==> src/design/fte_pkg.sv <==
// Shared constants, types and a helper function for the Fenwick tree engine.
package fte_pkg;

  // Number of index positions the store can hold.
  localparam int CAPACITY = 1024;

  // Store address width and widths of position values.
  localparam int ADDR_W = $clog2(CAPACITY);
  localparam int N_W    = $clog2(CAPACITY + 1);
  localparam int POS_W  = N_W + 1;

  // Fixed field widths of the request, response and size register.
  localparam int CMD_W   = 2;
  localparam int INDEX_W = 11;
  localparam int DELTA_W = 32;
  localparam int VALUE_W = 48;
  localparam int CFG_W   = 11;

  // Size register value after reset.
  localparam logic [CFG_W-1:0] TREE_SIZE_RST = 11'd1024;

  // Request commands.
  typedef enum logic [CMD_W-1:0] {
    OP_ADD   = 2'd0,
    OP_SUM   = 2'd1,
    OP_QUERY = 2'd2,
    OP_CLEAR = 2'd3
  } op_t;

  // Commands from the controller to the datapath.
  typedef struct packed {
    logic item_start;
    logic walk_first;
    logic walk_second;
    logic clr_start;
    logic out_load;
  } fte_ctl_t;

  // Status from the datapath to the controller.
  typedef struct packed {
    logic clr_busy;
    logic walk_busy;
    logic add_bad;
  } fte_stat_t;

  // Maps a written size to the size in use: zero becomes one, and values
  // above the capacity become the capacity.
  function automatic logic [N_W-1:0] size_in_use(input logic [CFG_W-1:0] v);
    logic [N_W-1:0] s;
    if (v == '0) begin
      s = N_W'(1);
    end else if (32'(v) > 32'(CAPACITY)) begin
      s = N_W'(CAPACITY);
    end else begin
      s = N_W'(v);
    end
    return s;
  endfunction

endpackage

==> src/design/fte_ctrl.sv <==
// Controller state machine that sequences tree walks, clears and responses.
module fte_ctrl (
  input  logic                      clk,
  input  logic                      rst,
  input  logic                      in_valid,
  input  logic [fte_pkg::CMD_W-1:0] in_cmd,
  output logic                      in_ready,
  output logic                      out_valid,
  input  logic                      out_ready,
  input  fte_pkg::fte_stat_t        stat,
  output fte_pkg::fte_ctl_t         ctl
);

  typedef enum logic [4:0] {
    S_IDLE  = 5'b00001,
    S_WALK1 = 5'b00010,
    S_WALK2 = 5'b00100,
    S_CLEAR = 5'b01000,
    S_DONE  = 5'b10000
  } state_t;

  state_t state, state_next;
  logic   qry, qry_next;
  logic   out_valid_next;
  logic   accept;

  // A new request is taken only when idle and no clearing pass runs.
  assign in_ready = (state == S_IDLE) && !stat.clr_busy;
  assign accept   = in_valid && in_ready;

  // Next state and datapath commands.
  always_comb begin
    state_next = state;
    qry_next   = qry;
    ctl        = '0;
    case (state)
      S_IDLE: begin
        if (accept) begin
          ctl.item_start = 1'b1;
          qry_next       = (in_cmd == fte_pkg::OP_QUERY);
          case (in_cmd)
            fte_pkg::OP_ADD: begin
              if (stat.add_bad) begin
                state_next = S_DONE;
              end else begin
                ctl.walk_first = 1'b1;
                state_next     = S_WALK1;
              end
            end
            fte_pkg::OP_SUM, fte_pkg::OP_QUERY: begin
              ctl.walk_first = 1'b1;
              state_next     = S_WALK1;
            end
            fte_pkg::OP_CLEAR: begin
              ctl.clr_start = 1'b1;
              state_next    = S_CLEAR;
            end
            default: begin
              state_next = S_DONE;
            end
          endcase
        end
      end
      S_WALK1: begin
        if (!stat.walk_busy) begin
          if (qry) begin
            ctl.walk_second = 1'b1;
            state_next      = S_WALK2;
          end else begin
            state_next = S_DONE;
          end
        end
      end
      S_WALK2: begin
        if (!stat.walk_busy) begin
          state_next = S_DONE;
        end
      end
      S_CLEAR: begin
        if (!stat.clr_busy) begin
          state_next = S_DONE;
        end
      end
      S_DONE: begin
        if (!out_valid || out_ready) begin
          ctl.out_load = 1'b1;
          state_next   = S_IDLE;
        end
      end
      default: begin
        state_next = S_IDLE;
      end
    endcase
  end

  // Response valid is set on a load and cleared by a transfer.
  always_comb begin
    if (ctl.out_load) begin
      out_valid_next = 1'b1;
    end else if (out_ready) begin
      out_valid_next = 1'b0;
    end else begin
      out_valid_next = out_valid;
    end
  end

  // Control registers.
  always_ff @(posedge clk) begin
    if (rst) begin
      state     <= S_IDLE;
      qry       <= 1'b0;
      out_valid <= 1'b0;
    end else begin
      state     <= state_next;
      qry       <= qry_next;
      out_valid <= out_valid_next;
    end
  end

endmodule

==> config.mk <==
export PLATFORM = sky130hd
export DESIGN_NAME = fte_ctrl
export DESIGN_NICKNAME = d
export VERILOG_FILES = /design/src/design/fte_pkg.sv /design/src/design/fte_ctrl.sv
export SDC_FILE = /design/constraint.sdc
export NUM_CORES = 1
export LEC_CHECK = 0
export ABC_CLOCK_PERIOD_IN_PS = 1920
export BUFFER_PORTS_ARGS = -buffer_cell sky130_fd_sc_hd__clkbuf_2
export CORE_UTILIZATION = 35
export DETAILED_ROUTE_END_ITERATION = 16
export SLEW_MARGIN = 10
export SYNTH_ARGS = -nofsm -noshare
export SYNTH_HDL_FRONTEND = slang
export SYNTH_SLANG_ARGS = --single-unit
==> constraint.sdc <==
create_clock -name clk -period 1.92 [get_ports clk]
set_input_delay 0.576 -clock clk [delete_from_list [all_inputs] [get_ports clk]]
set_output_delay 0.576 -clock clk [all_outputs]
set_load 0.03 [all_outputs]
Word-level counts from Yosys, hierarchy flattened
Cells that the tools add are included.
{"block": "totals", "mem_bits_ro": 0, "output_inout_bits": 7, "register_bits": 7, "memories": 0, "ramBits": 0, "latchBits": 0, "elab_cells": 49}
{"block": "op_classes", "n_eq_ne": 13, "reduce_logical": 10, "order_cmp": 0, "n_mul": 0, "bitwise": 0, "n_mux": 23, "n_addsub": 0, "div_mod_pow": 0, "shift": 0}
{"cell": "2-to-1 mux 5 bit", "count": 7}
{"cell": "one-hot mux 5 bit (5 select lines)", "count": 1}
{"cell": "one-hot mux 5 bit (3 select lines)", "count": 1}
{"cell": "2-to-1 mux 1 bit", "count": 11}
{"cell": "!= test 2 bit, second input constant", "count": 5}
{"cell": "== test 5 x 1 -> 1 bit, second input constant", "count": 1}
{"cell": "== test 5 x 2 -> 1 bit, second input constant", "count": 1}
{"cell": "== test 5 x 3 -> 1 bit, second input constant", "count": 1}
{"cell": "== test 5 x 4 -> 1 bit, second input constant", "count": 1}
{"cell": "== test 5 bit, second input constant", "count": 1}
{"cell": "AND reduction 5 bit", "count": 1}
{"cell": "== test 2 bit, second input constant", "count": 2}
{"cell": "2-to-1 mux 2 bit", "count": 2}
{"cell": "== test 2 x 1 -> 1 bit, second input constant", "count": 1}
{"cell": "logical AND 1 bit", "count": 2}
{"cell": "logical NOT 1 bit", "count": 2}
{"cell": "logical NOT 2 bit", "count": 1}
{"cell": "one-hot mux 1 bit (2 select lines)", "count": 1}
{"cell": "AND reduction 2 bit", "count": 1}
{"cell": "nonzero test 2 bit", "count": 1}
{"cell": "OR reduction 2 bit", "count": 1}
{"cell": "logical OR 1 bit", "count": 1}

Longest topological paths before layout
Gate-level depths: netlist of run 1.
{"block": "depth", "ltp_word": 5, "ltp_mapped": 6}

Least setup slack after synthesis of run 1
OpenSTA, ideal clock, no wires.
{"block": "synth_path", "kind": "input to output", "from": "in in_cmd[0] in the netlist's numbering", "to": "out ctl[3] in the netlist's numbering", "required_ns": 1.344, "path_stages": 4, "path_slack_ns": -0.489, "arrival_time_ns": 1.833, "cell_sequence": "inv_1 ha_1 a21oi_1 nor4_1"}
{"item": "start, declared", "line": "fte_ctrl.sv:6", "source": "input logic [fte_pkg::CMD_W-1:0] in_cmd,"}
{"item": "end, declared", "line": "fte_ctrl.sv:11", "source": "output fte_pkg::fte_ctl_t ctl"}

==> results of run 1 <==
## timing repair
action | 4_1_cts | 5_1_grt
gates resized for setup | 16 | 2
setup buffers | 2 | 0
pin swaps | 2 | 0
endpoints found under the setup margin | 5 | 5
## cell type report
| class | instances | share of cell area, % |
|---|---|---|
| repair buffers | 28 | 25.24 |
| multi-input cells | 51 | 47.44 |
| clock inverters | 1 | 0.6390 |
| inverters | 6 | 2.875 |
| well taps | 15 | 2.396 |
| clock buffers | 3 | 2.875 |
| flip-flops and latches | 7 | 18.53 |
## synthesized netlist by cell type, drive strengths merged
| cell type | n | area [sq um] |
|---|---|---|
| ha | 4 | 50.05 |
| a311oi | 1 | 8.760 |
| nor2b | 2 | 12.51 |
| nand3 | 4 | 20.02 |
| buf | 3 | 26.27 |
| o311ai | 1 | 8.760 |
| and3 | 1 | 6.260 |
| a31oi | 2 | 12.51 |
| and2b | 2 | 17.52 |
| and4b | 1 | 10.01 |
| nand4 | 1 | 6.260 |
| nand2b | 1 | 6.260 |
| mux2i | 1 | 10.01 |
| dfxtp | 7 | 140.1 |
| nor3 | 2 | 15.01 |
| nor2 | 5 | 18.77 |
| nor4 | 2 | 12.51 |
| or3 | 2 | 12.51 |
| xor2 | 1 | 8.760 |
| inv | 6 | 22.52 |
| nand3b | 1 | 7.510 |
| a32oi | 1 | 8.760 |
| a21oi | 6 | 30.03 |
| nand2 | 7 | 26.28 |
| o21ai | 3 | 15.01 |
## per-layer routing
| metal | part of all wire [%] | global-route usage, % |
|---|---|---|
| met1 | 45 | 22.74 |
| met2 | 50 | 34.68 |
| met3 | 5.0 | 9.444 |
| met4 | 0 | 0 |
| met5 | 0 | 0 |
## power by group through the flow
| stage | Sequential, W | Combinational, W | Clock [W] |
|---|---|---|---|
| 3_5_place_dp | 0.000158 | 0.000121 | 0 |
| 3_3_place_gp | 0.000158 | 0.000119 | 0 |
| 5_1_grt | 0.000157 | 0.000151 | 0.000144 |
| 2_1_floorplan | 0.000160 | 0.0000710 | 0 |
| 6_report | 0.000157 | 0.000139 | 0.000133 |
| 4_1_cts | 0.000157 | 0.000138 | 0.000134 |
## worst register-to-register path, cell delays in order, from the launching register on
cell,delay (ps)
dfxtp_2,340
buf_4,160
and2b_1,210
buf_4,120
nand2_1,70
or3_1,310
a31oi_1,150
## stage by stage
stage	std cells	hold WS [ps]	area, sq um	util, %
finish	111	501.1	783.3	58.72
floorplan	67	476.6	528.0	-
CTS	111	497.3	782.0	58.63
global route	111	540.7	783.3	58.72
global placement	105	483.5	678.2	50.84
detailed placement	105	488.4	678.2	50.84
## state kept, by name (all words and copies together) (netlist names)
name	count
out_valid	1
qry	1
state	5
## worst max-delay path by stage
stage | cells past startpoint | end | slack (ps)
2_1_floorplan | 4 | ctl[3] | 30
3_3_place_gp | 6 | ctl[3] | -120
3_5_place_dp | 6 | ctl[3] | -140
4_1_cts | 5 | ctl[1] | -70
5_1_grt | 4 | ctl[3] | -140
6_report | 5 | ctl[1] | -70
## kinds of logic (layout without fill, tap and decap cells)
group	count (synthesis)	in the layout	share of synthesized area, %
DFF	7	7	27.32
xor gates and xnor gates	1	1	1.708
AOI/OAI and AO/OA	14	14	16.34
buffers and inverters	9	38	9.511
and+or+nand+nor	31	31	33.42
muxes	1	1	1.951
adders and majority gates	4	4	9.756
==> impl_metrics.ini, run 1 <==
[global_route]
grtUsageTotal_pct = 19.63
grt_pass1_vias = 504
grt_max_degree = 7
grt_pass1_wl_microns = 2056
antenna_found_initial = 0
overflow = 0

[route]
routedWlPerCell_microns = 12.50
via_per_inst = 5.135
drt_wl_total_microns = 1388
dr.pass1.iters = 4
drtAntennaViolNets = 0
vias = 570
dr.first_iter.drc_count = 16
drc_errors = 0

[power_and_ir_drop]
switching_share_pct = 31.18
p_per_area_nw_per_um2 = 547.7
power.internal_w = 0.0002952
pwr-share-clk_pct = 31.0
seqPwrFrac_pct = 36.5
p_sw_w = 0.0001337
comb_power_share_pct = 32.5
p_leak_nw = 0.3846
ir_worst_vdd_uv = 370.4
p_total_w = 0.0004290

[worst_setup_path]
cp_slowest_cell = dfxtp_2
r2r-end = state[4]
critPathLaunch = state[3]
critical_path.endpoint_type = primary output
arrival_ps = 1410
crit_fanout = 6
crit_required_ps = 1340
start_kind = flop
crit_chain = and2b_4 -> and4b_2 -> nand2_1 -> inv_1 -> clkbuf_8
path_buf_inv = 2
ff2ff_path_depth = 6
crit_type = flop to primary output
critical_path.top_delay_family = simple AND/OR/NAND/NOR gates
crit-reg2reg-launch = state[2]
rrSetupSlack_ps = 480
cpPeakStageDelay_ps = 350

[yosys]
syn_inst = 67
synthesis.area_sq_um = 513.0
yosysSeqAreaShare_pct = 27.32
ys_ff_latch = 7
synth.distinct_cells = 29
syn_nets = 80
avgSynthCellArea_sq_um = 7.657
yosysWarnings = 0

[sta]
setup_viol = 4
slew_headroom_pct = 78.23
rsz0062_at_grt = yes
fin_skew_ps = 8.408
post-route-period-util_pct = 103.7
fmax_mhz = 502.4
tns_ps = -245.7
min_period_ps = 1990
slew_viol_final = 0
tightest_slew_ps = 325.0
hold_viol = 0
setup_slack_ps = -70.28

[placement]
gp_congestion = 0.8074
pre_cts_slack_ps = -141.4
portBuffers = 15
hpwl_microns = 1075

[final_layout]
mostFrequentLayoutCells = buf_4, clkbuf_2, inv_1, nand2_1
seqCellArea_sq_um = 145.1
multi_input_area_sq_um = 371.6
syn_to_final_growth_pct = 52.68
antenna_cells = 0
drive_above_1_share_pct = 45.83
nFillCells = 129
mostFrequentLayoutCell = buf_4
nets = 110

[clock_tree]
cts_tree = yes
cts.sinks = 7
cts_inserted_buffers = 3
cts.clk_slew.worst_paths_ps = 60
root_buffer = clkbuf_4
worstSkewPairLatency_ps = 250
ctsHoldBuffers = 0
htreeDepth = 1
cts_max_path_buffers = 2

[floorplan]
rows = 13
die_area_sq_um = 1623
die_w_microns = 40.29
chipHeight_microns = 40.29
start_util_pct = 38.46
num_io_pins = 16
coreArea_sq_um = 1334

[hold_path]
hp-start = out_valid
hp-class = flop to flop
holdPathStages = 2
hold_path_end = out_valid

[flow_run]
maxCapViolations = 0

[status]
failed_checks = negative setup slack
status = complete, but fails checks
No activity file was read; power rests on OpenSTA's default activity.
==> inputs of run 2 (changes only) <==
- REMOVE_ABC_BUFFERS: unset -> 1
==> run 2 against run 1 <==
Compared with the run above: combinational power up 12%; register-to-register slack better by 30 ps; the flow still finishes with violations (negative setup slack); critical endpoint unchanged; non-clock buffer count up 4; first-iteration DRC count down 6.3%; fmax up 0.23%; via count up 8.8%.
==> impl_metrics.ini, run 2 (synthesized netlist as in run 1, its figures left out) <==
[placement]
portBuffers = 15
pre_cts_slack_ps = -140.8
hpwl_microns = 969
gp_congestion = 0.8120

[route]
drt_wl_total_microns = 1519
dr.pass1.iters = 4
vias = 620
drtAntennaViolNets = 0
routedWlPerCell_microns = 13.21
dr.first_iter.drc_count = 15
drc_errors = 0
via_per_inst = 5.391

[sta]
setup_slack_ps = -65.71
hold_viol = 0
rsz0062_at_grt = yes
setup_viol = 2
slew_viol_final = 0
tns_ps = -119.3
fin_skew_ps = 0.4878
tightest_slew_ps = 309.0
fmax_mhz = 503.6
post-route-period-util_pct = 103.4
slew_headroom_pct = 79.31
min_period_ps = 1986

[floorplan]
coreArea_sq_um = 1334
rows = 13
start_util_pct = 38.46
die_w_microns = 40.29
chipHeight_microns = 40.29
die_area_sq_um = 1623
num_io_pins = 16

[status]
status = complete, but fails checks
failed_checks = negative setup slack

[final_layout]
largest_reg_flops = 5
drive_above_1_share_pct = 52.00
nFillCells = 126
reg_top3 = state x5, out_valid x1, qry x1
regMostFlops = state
nets = 114
utilization_pct = 62.66
syn_to_final_growth_pct = 62.93
antenna_cells = 0
mostFrequentLayoutCell = buf_4
mostFrequentLayoutCells = buf_4, clkbuf_2, a21oi_1

[clock_tree]
cts_max_path_buffers = 2
htreeDepth = 1
cts.clk_slew.worst_paths_ps = 50
cts_inserted_buffers = 3
cts.sinks = 7
worstSkewPairLatency_ps = 250
root_buffer = clkbuf_4
cts_tree = yes

[hold_path]
hp-class = flop to flop

[global_route]
grt_max_degree = 7
grtUsageTotal_pct = 19.15
grt_pass1_vias = 528
grt_pass1_wl_microns = 2042
antenna_found_initial = 0
overflow = 0

[power_and_ir_drop]
p_per_area_nw_per_um2 = 528.1
p_leak_nw = 0.4043
ir_worst_vdd_uv = 398.8

[worst_setup_path]
arrival_ps = 1410
start_kind = flop
crit_fanout = 5
crit_required_ps = 1340
critical_path.endpoint_type = primary output
crit_type = flop to primary output
rrSetupSlack_ps = 510

[flow_run]
maxCapViolations = 0
## run 2: worst max-delay path: stages, from the launching register on
cell and delay [ps]:
dfxtp_4 360, nor3_4 230, and4b_2 310, nand2_2 70, inv_2 60, buf_8 110
## run 2: where the power goes
group	switching (W)	internal, W	total (W)
logic	0.0000744	0.0000803	0.000155
registers	0.00000707	0.000149	0.000156
clock network	0.0000512	0.0000791	0.000130
total	0.000133	0.000309	0.000441
## run 2: path summary, 6_finish.rpt
check,start,to,cells after the start
worst min register to register,out_valid,out_valid,2
worst max-delay path,state[1],ctl[1],5
worst max register to register,state[0],state[4],5
worst min-delay path,out_valid,out_valid,2
## run 2: stage by stage
step                power (W)  hold slack [ps]  std cells  cell area, sq um
finish              0.0004414            490.6        115             835.8
floorplan           0.0002219            476.8         64             486.7
global route        0.0004661            537.8        115             835.8
global placement    0.0002678            479.8        103             648.1
CTS                 0.0004213            492.3        110             753.2
detailed placement  0.0002681            486.3        103             648.1
## run 2: routing by layer
metal / global-route usage (%) / wire [microns]
met5: 0 / 0
met4: 2.500 / 0
met3: 10.00 / 85
met2: 34.27 / 803
met1: 20.33 / 630
## run 2: final cells by class
cell class / count / area (sq um) / share of cell area (%)
Timing Repair Buffer: 32 / 246.5 / 29.49
Inverter: 6 / 25.02 / 2.994
Clock buffer: 4 / 26.28 / 3.144
Multi-Input combinational cell: 51 / 369.1 / 44.16
Tap cell: 15 / 18.77 / 2.246
Sequential cell: 7 / 150.1 / 17.96
## run 2: timing repair
| item | 4_1_cts | 5_1_grt |
|---|---|---|
| setup buffers | 3 | 5 |
| endpoints found under the hold margin | 0 | 0 |
| endpoints found under the setup margin | 4 | 6 |
| hold buffers | 0 | 0 |
| gates resized for setup | 14 | 23 |
| pin swaps | 4 | 4 |
